### config.mk
export PLATFORM = sky130hd
export DESIGN_NAME = websocket_frame_deframer
export DESIGN_NICKNAME = d
export VERILOG_FILES = /design/src/sv/wsd_pkg.sv /design/src/sv/websocket_frame_deframer.sv /design/src/sv/wsd_front.sv /design/src/sv/wsd_queue.sv /design/src/sv/wsd_back.sv
export SDC_FILE = /design/constraint.sdc
export NUM_CORES = 1
export LEC_CHECK = 0
export ABC_AREA = 1
export BUFFER_PORTS_ARGS = -buffer_cell sky130_fd_sc_hd__buf_4
export CAP_MARGIN = 20
export CORE_MARGIN = 3
export CORE_UTILIZATION = 59
export DETAILED_ROUTE_END_ITERATION = 10
export PLACE_DENSITY = 0.79
export SETUP_SLACK_MARGIN = 0.1
export SYNTH_ARGS = -nofsm -noshare
export SYNTH_HDL_FRONTEND = slang
export SYNTH_SLANG_ARGS = --single-unit
export TNS_END_PERCENT = 30
### constraint.sdc
create_clock -name i_clk -period 3.62 [get_ports i_clk]
set_input_delay 0.362 -clock i_clk [delete_from_list [all_inputs] [get_ports i_clk]]
set_output_delay 0.362 -clock i_clk [all_outputs]
set_load 0.05 [all_outputs]
### src/sv/wsd_pkg.sv
`timescale 1ns / 1ps
// ----------------------------------------------------------------------------
// wsd_pkg: shared definitions for the WebSocket frame deframer
// Length width, queue sizing, configuration address map and the command
// that the header parser hands to the output stage.
// ----------------------------------------------------------------------------
package wsd_pkg;

    // Width of the accepted payload length; longer frames are rejected.
    localparam int LEN_WIDTH = 24;

    // Command queue between the parser and the output stage.
    localparam int QDEPTH = 4;
    localparam int QPTR_W = $clog2(QDEPTH);
    localparam int QCNT_W = $clog2(QDEPTH + 1);

    // Configuration port.
    localparam int PADDR_W = 3;
    localparam int PDATA_W = 32;
    localparam logic [PADDR_W-3:0] REG_DELIVER_ENABLE = 1'b0;

    // Header field codes.
    localparam logic [6:0] LEN_CODE_EXT16 = 7'h7e;
    localparam logic [6:0] LEN_CODE_EXT64 = 7'h7f;

    typedef enum logic [1:0] {
        K_DATA,
        K_EMPTY,
        K_ERROR
    } t_kind;

    typedef struct packed {
        t_kind      kind;
        logic [7:0] data;
        logic [7:0] key;
        logic [3:0] opcode;
        logic       last;
    } t_cmd;

endpackage

### src/sv/websocket_frame_deframer.sv
`timescale 1ns / 1ps
// ----------------------------------------------------------------------------
// websocket_frame_deframer: WebSocket frame parser
// Parses a received byte stream into unmasked payload beats, empty-frame
// markers and error reports.
// ----------------------------------------------------------------------------
// The block takes one stream byte per beat and, unless stalled, accepts a
// byte in each cycle. A header parser decodes the FIN bit, opcode, mask bit,
// the 7-bit, 16-bit or 64-bit length and the optional 4-byte masking key,
// then passes one command per payload byte, empty frame or rejected frame
// into a four-entry command queue. An output stage drains that queue, XORs
// each payload byte with the rotating key byte and holds the result in an
// output register. Results reach it through the parser register and a
// queue entry. Input stall is raised while the command queue is full, or
// while it holds three commands and a fourth is on its way from the parser,
// so a stalled output costs nothing until five results are waiting in the
// block. A frame without FIN, or a 64-bit length that does not fit in 24
// bits, produces one error beat, after which all bytes are taken and dropped
// until reset. The deliver_enable register (byte address 0, bit 0, reset 1)
// suppresses payload and empty-frame beats when cleared; error beats are
// always reported. Write it only while the block is idle.
// ----------------------------------------------------------------------------
module websocket_frame_deframer (
    input  logic                        i_clk,
    input  logic                        i_rst_n,
    // Input byte channel
    input  logic                        i_in_valid,
    output logic                        o_in_stall,
    input  logic [7:0]                  i_in_byte,
    // Result channel
    output logic                        o_out_valid,
    input  logic                        i_out_stall,
    output logic [7:0]                  o_data_byte,
    output logic [3:0]                  o_frame_opcode,
    output logic                        o_last_in_frame,
    output logic                        o_empty_frame,
    output logic                        o_error,
    // Configuration port
    input  logic                        psel,
    input  logic                        penable,
    input  logic                        pwrite,
    input  logic [wsd_pkg::PADDR_W-1:0] paddr,
    input  logic [wsd_pkg::PDATA_W-1:0] pwdata,
    output logic [wsd_pkg::PDATA_W-1:0] prdata,
    output logic                        pready
);

    logic          r_deliver;
    logic          w_accept;
    logic          w_push;
    wsd_pkg::t_cmd w_push_cmd;
    wsd_pkg::t_cmd w_head_cmd;
    logic          w_avail;
    logic          w_full;
    logic          w_full_q;
    logic          w_almost;
    logic          w_pop;
    logic          w_sel_deliver;

    // The register decode ignores the byte offset within the word.
    assign w_sel_deliver = (paddr[wsd_pkg::PADDR_W-1:2] == wsd_pkg::REG_DELIVER_ENABLE);
    assign pready        = 1'b1;

    always_ff @(posedge i_clk) begin
        if (!i_rst_n) begin
            r_deliver <= 1'b1;
        end else if (psel && penable && pwrite && w_sel_deliver) begin
            r_deliver <= pwdata[0];
        end
    end

    assign prdata = w_sel_deliver ? wsd_pkg::PDATA_W'(r_deliver) : '0;

    // A byte is taken whenever the queue has room for the command it may yield.
    assign o_in_stall = w_full;
    assign w_accept   = i_in_valid && !w_full;

    wsd_front u_front (
        .i_clk     (i_clk),
        .i_rst_n   (i_rst_n),
        .i_accept  (w_accept),
        .i_byte    (i_in_byte),
        .i_deliver (r_deliver),
        .o_push    (w_push),
        .o_cmd     (w_push_cmd)
    );

    // The parser pushes in the cycle after acceptance, so the full flag must
    // leave room for that in-flight command: it counts against the queue
    // through the registered push.
    wsd_queue u_queue (
        .i_clk    (i_clk),
        .i_rst_n  (i_rst_n),
        .i_push   (w_push),
        .i_cmd    (w_push_cmd),
        .i_pop    (w_pop),
        .o_cmd    (w_head_cmd),
        .o_avail  (w_avail),
        .o_full   (w_full_q),
        .o_almost (w_almost)
    );

    // Reserve one slot for a command still held in the parser's output
    // register, so that a push never meets a full queue.
    assign w_full = w_full_q || (w_push && w_almost);

    wsd_back u_back (
        .i_clk           (i_clk),
        .i_rst_n         (i_rst_n),
        .i_cmd           (w_head_cmd),
        .i_avail         (w_avail),
        .o_pop           (w_pop),
        .i_out_stall     (i_out_stall),
        .o_out_valid     (o_out_valid),
        .o_data_byte     (o_data_byte),
        .o_frame_opcode  (o_frame_opcode),
        .o_last_in_frame (o_last_in_frame),
        .o_empty_frame   (o_empty_frame),
        .o_error         (o_error)
    );

endmodule

### src/sv/wsd_front.sv
`timescale 1ns / 1ps
// ----------------------------------------------------------------------------
// wsd_front: frame header parser
// Walks the frame header one byte per beat, tracks the payload length and
// the masking key, and issues one command per byte that yields a result.
// ----------------------------------------------------------------------------
module wsd_front (
    input  logic                  i_clk,
    input  logic                  i_rst_n,
    input  logic                  i_accept,
    input  logic [7:0]            i_byte,
    input  logic                  i_deliver,
    output logic                  o_push,
    output wsd_pkg::t_cmd         o_cmd
);

    typedef enum logic [2:0] {
        S_HDR0,
        S_HDR1,
        S_EXT16,
        S_EXT64,
        S_MASK,
        S_PAY
    } t_phase;

    localparam int LW = wsd_pkg::LEN_WIDTH;

    t_phase        r_phase, n_phase;
    logic [3:0]    r_opcode, n_opcode;
    logic          r_mask, n_mask;
    logic [31:0]   r_key, n_key;
    logic [LW-1:0] r_len, n_len;
    logic [LW-1:0] r_rem, n_rem;
    logic [2:0]    r_cnt, n_cnt;
    logic          r_ovf, n_ovf;
    logic          r_halt, n_halt;
    logic          r_push, n_push;
    wsd_pkg::t_cmd r_cmd, n_cmd;

    always_comb begin
        logic          v_done;
        logic          v_start;
        logic [LW-1:0] v_len;

        n_phase  = r_phase;
        n_opcode = r_opcode;
        n_mask   = r_mask;
        n_key    = r_key;
        n_len    = r_len;
        n_rem    = r_rem;
        n_cnt    = r_cnt;
        n_ovf    = r_ovf;
        n_halt   = r_halt;
        n_push   = 1'b0;
        n_cmd    = '0;
        v_done   = 1'b0;
        v_start  = 1'b0;
        v_len    = r_len;

        if (i_accept && !r_halt) begin
            unique case (r_phase)
                S_HDR1: begin
                    n_mask = i_byte[7];
                    n_cnt  = '0;
                    n_ovf  = 1'b0;
                    n_len  = '0;
                    if (i_byte[6:0] == wsd_pkg::LEN_CODE_EXT16) begin
                        n_phase = S_EXT16;
                    end else if (i_byte[6:0] == wsd_pkg::LEN_CODE_EXT64) begin
                        n_phase = S_EXT64;
                    end else begin
                        v_len  = LW'(i_byte[6:0]);
                        n_len  = v_len;
                        v_done = 1'b1;
                    end
                end
                S_EXT16: begin
                    v_len = LW'({r_len[7:0], i_byte});
                    n_len = v_len;
                    n_cnt = r_cnt + 3'd1;
                    v_done = (r_cnt == 3'd1);
                end
                S_EXT64: begin
                    // Any bit shifted out of the length register is above the limit.
                    n_ovf = r_ovf | (r_len[LW-1 -: 8] != 8'd0);
                    v_len = {r_len[LW-9:0], i_byte};
                    n_len = v_len;
                    n_cnt = r_cnt + 3'd1;
                    if (r_cnt == 3'd7) begin
                        if (n_ovf) begin
                            n_halt     = 1'b1;
                            n_phase    = S_HDR0;
                            n_push     = 1'b1;
                            n_cmd.kind = wsd_pkg::K_ERROR;
                        end else begin
                            v_done = 1'b1;
                        end
                    end
                end
                S_MASK: begin
                    n_key = {r_key[23:0], i_byte};
                    n_cnt = r_cnt + 3'd1;
                    v_start = (r_cnt == 3'd3);
                end
                S_PAY: begin
                    n_push       = i_deliver;
                    n_cmd.kind   = wsd_pkg::K_DATA;
                    n_cmd.data   = i_byte;
                    n_cmd.key    = r_mask ? r_key[31:24] : 8'd0;
                    n_cmd.opcode = r_opcode;
                    n_cmd.last   = (r_rem == LW'(1));
                    n_key        = {r_key[23:0], r_key[31:24]};
                    n_rem        = r_rem - LW'(1);
                    if (r_rem == LW'(1)) begin
                        n_phase = S_HDR0;
                    end
                end
                default: begin
                    n_opcode = i_byte[3:0];
                    if (!i_byte[7]) begin
                        n_halt     = 1'b1;
                        n_phase    = S_HDR0;
                        n_push     = 1'b1;
                        n_cmd.kind = wsd_pkg::K_ERROR;
                    end else begin
                        n_phase = S_HDR1;
                    end
                end
            endcase

            if (v_done) begin
                if (n_mask) begin
                    n_phase = S_MASK;
                    n_cnt   = '0;
                    n_key   = '0;
                end else begin
                    v_start = 1'b1;
                end
            end

            if (v_start) begin
                n_rem = v_len;
                if (v_len == '0) begin
                    n_phase      = S_HDR0;
                    n_push       = i_deliver;
                    n_cmd.kind   = wsd_pkg::K_EMPTY;
                    n_cmd.opcode = n_opcode;
                    n_cmd.last   = 1'b1;
                end else begin
                    n_phase = S_PAY;
                end
            end
        end
    end

    always_ff @(posedge i_clk) begin
        if (!i_rst_n) begin
            r_phase  <= S_HDR0;
            r_opcode <= '0;
            r_mask   <= 1'b0;
            r_key    <= '0;
            r_len    <= '0;
            r_rem    <= '0;
            r_cnt    <= '0;
            r_ovf    <= 1'b0;
            r_halt   <= 1'b0;
            r_push   <= 1'b0;
        end else begin
            r_phase  <= n_phase;
            r_opcode <= n_opcode;
            r_mask   <= n_mask;
            r_key    <= n_key;
            r_len    <= n_len;
            r_rem    <= n_rem;
            r_cnt    <= n_cnt;
            r_ovf    <= n_ovf;
            r_halt   <= n_halt;
            r_push   <= n_push;
        end
        r_cmd <= n_cmd;
    end

    assign o_push = r_push;
    assign o_cmd  = r_cmd;

endmodule

### src/sv/wsd_queue.sv
`timescale 1ns / 1ps
// ----------------------------------------------------------------------------
// wsd_queue: command queue
// A small first-in first-out buffer between the parser and the output stage.
// ----------------------------------------------------------------------------
module wsd_queue (
    input  logic          i_clk,
    input  logic          i_rst_n,
    input  logic          i_push,
    input  wsd_pkg::t_cmd i_cmd,
    input  logic          i_pop,
    output wsd_pkg::t_cmd o_cmd,
    output logic          o_avail,
    output logic          o_full,
    output logic          o_almost
);

    wsd_pkg::t_cmd                     r_mem [wsd_pkg::QDEPTH];
    logic [wsd_pkg::QPTR_W-1:0]        r_wptr, r_rptr;
    logic [wsd_pkg::QCNT_W-1:0]        r_count;

    always_ff @(posedge i_clk) begin
        if (!i_rst_n) begin
            r_wptr  <= '0;
            r_rptr  <= '0;
            r_count <= '0;
        end else begin
            if (i_push) begin
                r_wptr <= r_wptr + 1'b1;
            end
            if (i_pop) begin
                r_rptr <= r_rptr + 1'b1;
            end
            if (i_push && !i_pop) begin
                r_count <= r_count + 1'b1;
            end else if (i_pop && !i_push) begin
                r_count <= r_count - 1'b1;
            end
        end
        if (i_push) begin
            r_mem[r_wptr] <= i_cmd;
        end
    end

    assign o_cmd    = r_mem[r_rptr];
    assign o_avail  = (r_count != '0);
    assign o_full   = (r_count == wsd_pkg::QCNT_W'(wsd_pkg::QDEPTH));
    // One entry left: a command already on its way takes it.
    assign o_almost = (r_count == wsd_pkg::QCNT_W'(wsd_pkg::QDEPTH - 1));

endmodule

### src/sv/wsd_back.sv
`timescale 1ns / 1ps
// ----------------------------------------------------------------------------
// wsd_back: result stage
// Takes commands from the queue, unmasks payload bytes and holds each result
// in an output register until the receiver takes it.
// ----------------------------------------------------------------------------
module wsd_back (
    input  logic          i_clk,
    input  logic          i_rst_n,
    input  wsd_pkg::t_cmd i_cmd,
    input  logic          i_avail,
    output logic          o_pop,
    input  logic          i_out_stall,
    output logic          o_out_valid,
    output logic [7:0]    o_data_byte,
    output logic [3:0]    o_frame_opcode,
    output logic          o_last_in_frame,
    output logic          o_empty_frame,
    output logic          o_error
);

    logic       r_valid;
    logic [7:0] r_data;
    logic [3:0] r_opcode;
    logic       r_last;
    logic       r_empty;
    logic       r_error;

    assign o_pop = i_avail && (!r_valid || !i_out_stall);

    always_ff @(posedge i_clk) begin
        if (!i_rst_n) begin
            r_valid <= 1'b0;
        end else if (!r_valid || !i_out_stall) begin
            r_valid <= i_avail;
        end
        if (o_pop) begin
            r_data   <= (i_cmd.kind == wsd_pkg::K_DATA) ? (i_cmd.data ^ i_cmd.key) : 8'd0;
            r_opcode <= i_cmd.opcode;
            r_last   <= i_cmd.last;
            r_empty  <= (i_cmd.kind == wsd_pkg::K_EMPTY);
            r_error  <= (i_cmd.kind == wsd_pkg::K_ERROR);
        end
    end

    assign o_out_valid     = r_valid;
    assign o_data_byte     = r_data;
    assign o_frame_opcode  = r_opcode;
    assign o_last_in_frame = r_last;
    assign o_empty_frame   = r_empty;
    assign o_error         = r_error;

endmodule

======== Word level (Yosys, flattened, before mapping) ========
Memories as Yosys holds them, arrays and structs flattened. A register that Yosys moved wholly into a read port is not among the register bits.
Cells that the tools add are included.
Widths: inputs -> output; s select.
storage, ports and cells
  flip-flop bits (word level) ............. 141
  bits in writable memories ............... 92
  bits of input ports ..................... 50
  output and inout port bits .............. 50
  logic and storage cells ................. 157
  memories ................................ 1
cells by class
  add/subtract/negate cells ............... 6
  eq/ne operators ......................... 18
  muxes and demuxes ....................... 66
  bitwise operators ....................... 4
  reductions and logical operators ........ 37
memory list
  name           words  width  read ports  clocked after memory_dff  write ports  line             source
  u_queue.r_mem  4      23     1           1                         1            wsd_queue.sv:18  wsd_pkg::t_cmd r_mem [wsd_pkg::QDEPTH];
operators with widths
  operator               number
  $mux 24                6
  $pmux 24 s3            2
  $mux 32                2
  $pmux 32 s2            1
  $mux 3                 13
  $eq 24x1->1 const B    1
  $logic_not 24->1       1
  $sub 24x1->24 const B  1
  $mux 1                 23
  $mux 5                 3
  $eq 7x7->1 const B     2
  $mux 2                 7
  $eq 3x2->1 const B     4
  $eq 3x3->1 const B     4
  $pmux 3 s4             1
  $reduce_and 2->1       5
  $logic_and 1x1->1      9
  $reduce_bool 8->1      1
  $xor 8x8->8            1
  $mux 7                 1
  $add 3x1->3 const B    2
  $eq 3x1->1 const B     2
  $logic_not 1->1        6
  $ne 2x1->1 const B     3
  21 further kinds       30

======== Longest topological paths before layout ========
  depth in word-level cells ............... 12
  gate-level depth with buffers ........... 15
  mapped depth without buffers ............ 14

======== Modules after synthesis ========
A second synthesis with hierarchy kept.
unflattened totals
  cell total of the unflattened synthesis .. 1250
  area, all modules ....................... 11110.7 um2
by module, submodules not included
  module                    instances  cells an instance  area each (um2)  seq. area each (um2)
  wsd_front                 1          861                5945.7           2342.2
  wsd_queue                 1          281                4189.0           2942.8
  wsd_back                  1          60                 648.1            470.5
  websocket_frame_deframer  1          48                 327.8            20.0

======== Worst setup path before layout ========
No wires, ideal clock.
  path kind ............................... flip-flop to flip-flop
  from .................................... register u_back.r_valid (netlist: u_back.o_out_valid)
  to ...................................... register u_queue.r_count[1] (netlist bit)
  setup time .............................. 0.120 ns
  arrival ................................. 2.622 ns
  required time ........................... 3.500 ns
  slack ................................... 0.878 ns
  cell stages (with the launch flop) ...... 10
  buffers on the path ..................... 0
  clock period less this slack ............ 2.742 ns
  path through ............................ dfxtp_1 > nand2_1 > inv_1 > a31oi_1 > inv_1 > ha_1 > inv_1 > fa_1 > o21ai_0 > a21oi_1
on the way
  longest elaborated chain between the ends .. 6
  elaborated cells on any way between the ends .. 8
  those cells by class .................... 1 x mux; 7 x reduce/logical
ends and longest elaborated chain
  what                                         line             source
  from (decl)                                  wsd_back.sv:22   logic r_valid;
  from (signal assigned)                       wsd_back.sv:35   r_valid <= i_avail;
  $logic_not 1->1 (*)                          wsd_back.sv:29   assign o_pop = i_avail && (!r_valid || !i_out_stall);
  $logic_or 1x1->1 (*)                         wsd_back.sv:29
  $logic_and 1x1->1 (*)                        wsd_back.sv:29
  named net u_back.o_pop                       wsd_back.sv:12   output logic o_pop,
  $logic_not 1->1                              wsd_queue.sv:34  if (i_push && !i_pop) begin
  $logic_and 1x1->1                            wsd_queue.sv:34
  $mux 3 or $reduce_bool 2->1 (tied branches)  n/a
  to (signal assigned)                         wsd_queue.sv:35  r_count <= r_count + 1'b1;
  to (signal assigned)                         wsd_queue.sv:37  r_count <= r_count - 1'b1;
  to (decl)                                    wsd_queue.sv:20  logic [wsd_pkg::QCNT_W-1:0] r_count;
The timed path passes the listed nets; every way through them passes the cells marked *.
A chain may end at the register's enable or synchronous reset.

======== Final worst setup path ========
  from .................................... register u_front.r_phase[1]
  to ...................................... register u_front.r_len[0]
on the way
  longest elaborated chain between the ends .. 3
  elaborated cells on any way between the ends .. 6
  those cells by class .................... 3 x eq/ne; 1 x mux; 2 x reduce/logical
ends and longest elaborated chain
  what                                      line              source
  from (decl)                               wsd_front.sv:28   t_phase r_phase, n_phase;
  from (signal assigned)                    wsd_front.sv:169  r_phase <= n_phase;
  $eq 3x1->1 or $eq 3x2->1 (tied branches)  wsd_front.sv:61   unique case (r_phase)
  $reduce_bool 3->1 (no line)               n/a
  $reduce_and 2->1 (no line)                n/a
  to (signal assigned)                      wsd_front.sv:173  r_len <= n_len;
  to (decl)                                 wsd_front.sv:32   logic [LW-1:0] r_len, n_len;
Several ways; a longest one is shown, not always the timed one.

==> flow_metrics.tcl <==
set metrics [dict create \
    gp_congestion 0.936 \
    clock_input_transition_at_the_sequential_cells_of_the_worst_setup_and_hold_paths_ps 60 \
    clock_skews_ps 19.0 \
    yosysUniqueCellTypes 42 \
    synthesis.area_per_instance_um2 8.92 \
    first_global_vias 7467 \
    synthCells 1139 \
    diodes 0 \
    hold_class "in -> reg" \
    final_cells 1400 \
    max-slew-margin-rel_pct 28.4 \
    worst-endpoint-arrival_ps 3160 \
    synth_largest_area_cell "sky130_fd_sc_hd__edfxtp_1" \
    ys_async_sr_fraction_pct 0 \
    run_status "complete, no violations" \
    final_layout_size_suffix_gt1_share_pct 9.07 \
    setup.worst_path.start_class "flop" \
    drt.antenna.violating_nets 0 \
    slew_violations 0 \
    initial_core_util_pct 60.8 \
    routed_wl_um 21900 \
    min_period_ps 2770 \
    hpwlAfterDp_um 14100 \
    detailedRoute.firstIterationViolations 666 \
    timing.setup.tns_ps 0 \
    depth_of_the_cts_h_tree 1 \
    layout.cells.most_common_list "183 x sky130_fd_sc_hd__nand2_1, 177 x sky130_fd_sc_hd__nor2_1, 128 x sky130_fd_sc_hd__dfxtp_1" \
    grt_use_total_pct 23.3 \
    ys_warn_count 0 \
    cts_buffers 24 \
    fp.coreArea_um2 16700 \
    pwr_density_cell_nw_per_um2 792 \
    post_cts.resized_instances 0 \
    cp-end-kind "flop" \
    mostFrequentLayoutCell "sky130_fd_sc_hd__nand2_1" \
    grt_max_degree 47 \
    io_buffers 34 \
    fmax_ghz 0.361 \
    cts.root.buffer_cell "sky130_fd_sc_hd__clkbuf_16" \
    rsz0062_at_grt "false" \
    post_drt_wl_per_cell_um 15.7 \
    tightestPinTransition_ps 1070 \
    hold_ws_ps 79.0 \
    yosysTopAreaCellShare_pct 31.6 \
    drt-vias-per-instance 5.58 \
    finalCritPeriodShare_pct 76.5 \
    die_h_um 137 \
    timing.critical_path.slowest_stage_cell "sky130_fd_sc_hd__nor2_1" \
    via_count_of_the_routed_design 7812 \
    path_common_cell "sky130_fd_sc_hd__nor2_1" \
    fin_util_pct 67.5 \
    synth_seq_cells 235 \
    clkSinkCount 235 \
    globalRoute.totalOverflow 0 \
    postCtsSetupRepairBufs 0 \
    cts_tree "built" \
    drt_pre_antenna_iters 5 \
    numPlacedInstances 1355 \
    crit_chain "inv_2, nor2_2, nor2_1, nor2_1, inv_1, a21oi_1, nor2_1" \
    synthToLayoutAreaGrowth_pct 10.9 \
    floorplan.die_area_um2 18800 \
    final_hold_viol_count 0 \
    yosysSeqAreaShare_pct 56.9 \
    post_synthesis_instance_area_um2 10200 \
    p_leak_uw 0.00458 \
    crit_fanout 17 \
    row_count 47 \
    drc_viols 0 \
    cts_max_path_buffers 3 \
    synthTopCellsByArea "sky130_fd_sc_hd__edfxtp_1 32%, sky130_fd_sc_hd__dfxtp_1 25%, sky130_fd_sc_hd__nand2_1 6.8%" \
    drv.max_cap_violation_count 0 \
    grt_pass1_wl_um 35700 \
    n_fill_cell 1281 \
    critical_path_max_stage_delay_ps 730 \
    worst-setup-path-type "reg -> reg" \
    top_level_ports 100 \
    crit_required_ps 4010 \
    final_nets 1224 \
    peakVddDrop_mv 0.646 \
    synthFlopType "sky130_fd_sc_hd__dfxtp_1" \
    floorplan.die.width_um 137 \
    setup-violations-final 0 \
    latest_clock_arrival_within_the_worst_skew_pair_ps 520 \
    number_of_synthesized_flops_with_an_enable_pin 107 \
    cts_hold_repair.buffers 0 \
    number_of_antenna_violations_at_the_first_check_in_global_routing 0 \
]
-- cell usage after synthesis (all sizes together) (9+ instances only) --
cell type	count
nor3	28
nand2	185
a211oi	14
edfxtp	107
nand3	51
clkbuf	36
a21oi	73
xor2	13
inv	78
dfxtp	128
o22ai	28
nor2	182
ha	11
o21ai	110
xnor2	9
buf	47
-- area by class of cell --
| class | instances | area [um^2] | share of cell area (%) |
|---|---|---|---|
| sequential | 235 | 5780 | 51.3 |
| multi-input combinational | 772 | 3740 | 33.2 |
| clock buffer | 27 | 643 | 5.71 |
| timing repair buffer | 50 | 383 | 3.40 |
| inverter | 79 | 297 | 2.63 |
| tap | 220 | 275 | 2.44 |
| clock inverter | 17 | 153 | 1.35 |
-- routing by layer --
metal | share of wire (%) | GRT usage (%) | routed length [um] | vias to the layer above
li1 | - | - | - | 3843
met1 | 43 | 30.5 | 9360 | 3633
met2 | 49 | 39.8 | 10700 | 282
met3 | 5.9 | 3.40 | 1290 | 54
met4 | 2.9 | 8.15 | 629 | 0
met5 | 0 | 0 | 0 | -
-- power breakdown --
part           switching [uW]  internal [uW]  total (uW)
registers                 165           3130        3300
clock network            1030           1430        2450
logic                    2150           1020        3170
-- worst paths after layout --
check             cells past startpoint          startpoint           endpoint  slack, ps
setup / recovery                      7  u_front.r_phase[1]   u_front.r_len[0]        850
hold / removal                        3           pwdata[0]          r_deliver         80
setup reg to reg                      7  u_front.r_phase[1]   u_front.r_len[0]        850
hold reg to reg                       2    u_front.r_key[9]  u_front.r_key[17]        460
-- state kept, by name, summed over array words and instances, names as in the netlist, 2 cells and up, named ones only --
name / cells
u_back.o_data_byte: 8
u_front.r_phase: 3
u_front.r_rem: 24
u_front.o_cmd: 23
u_queue.r_count: 3
u_front.r_cnt: 3
u_front.r_key: 32
u_queue.r_mem: 92
u_front.r_len: 24
u_back.o_frame_opcode: 4
u_queue.r_wptr: 2
u_queue.r_rptr: 2
u_front.r_opcode: 4
-- critical path: cells and delay by family, from the launching register on --
kind / cells / cell delay [ps]
compound gates: 1 / 250
buf+inv: 2 / 610
flops: 1 / 470
simple gates: 4 / 1300
-- logic make-up after synthesis --
family	share of synthesized area, %
adder cells (fa/ha/maj)	1.55
other	0.0739
AND/OR/NAND/NOR	18.2
XOR/XNOR	1.90
AO/OA/AOI/OAI	13.9
flip-flops	56.9
buffers and inverters	7.55
-- stage by stage --
stage	setup slack [ps]	instance area, um^2	total power (uW)
after CTS	893	11300	8940
after floorplan	878	10300	5780
after global placement	852	10500	6420
final	852	11300	8920
after detailed placement	883	10500	6490
after global routing	526	11300	9480
No activity file was read; power rests on OpenSTA's default activity.
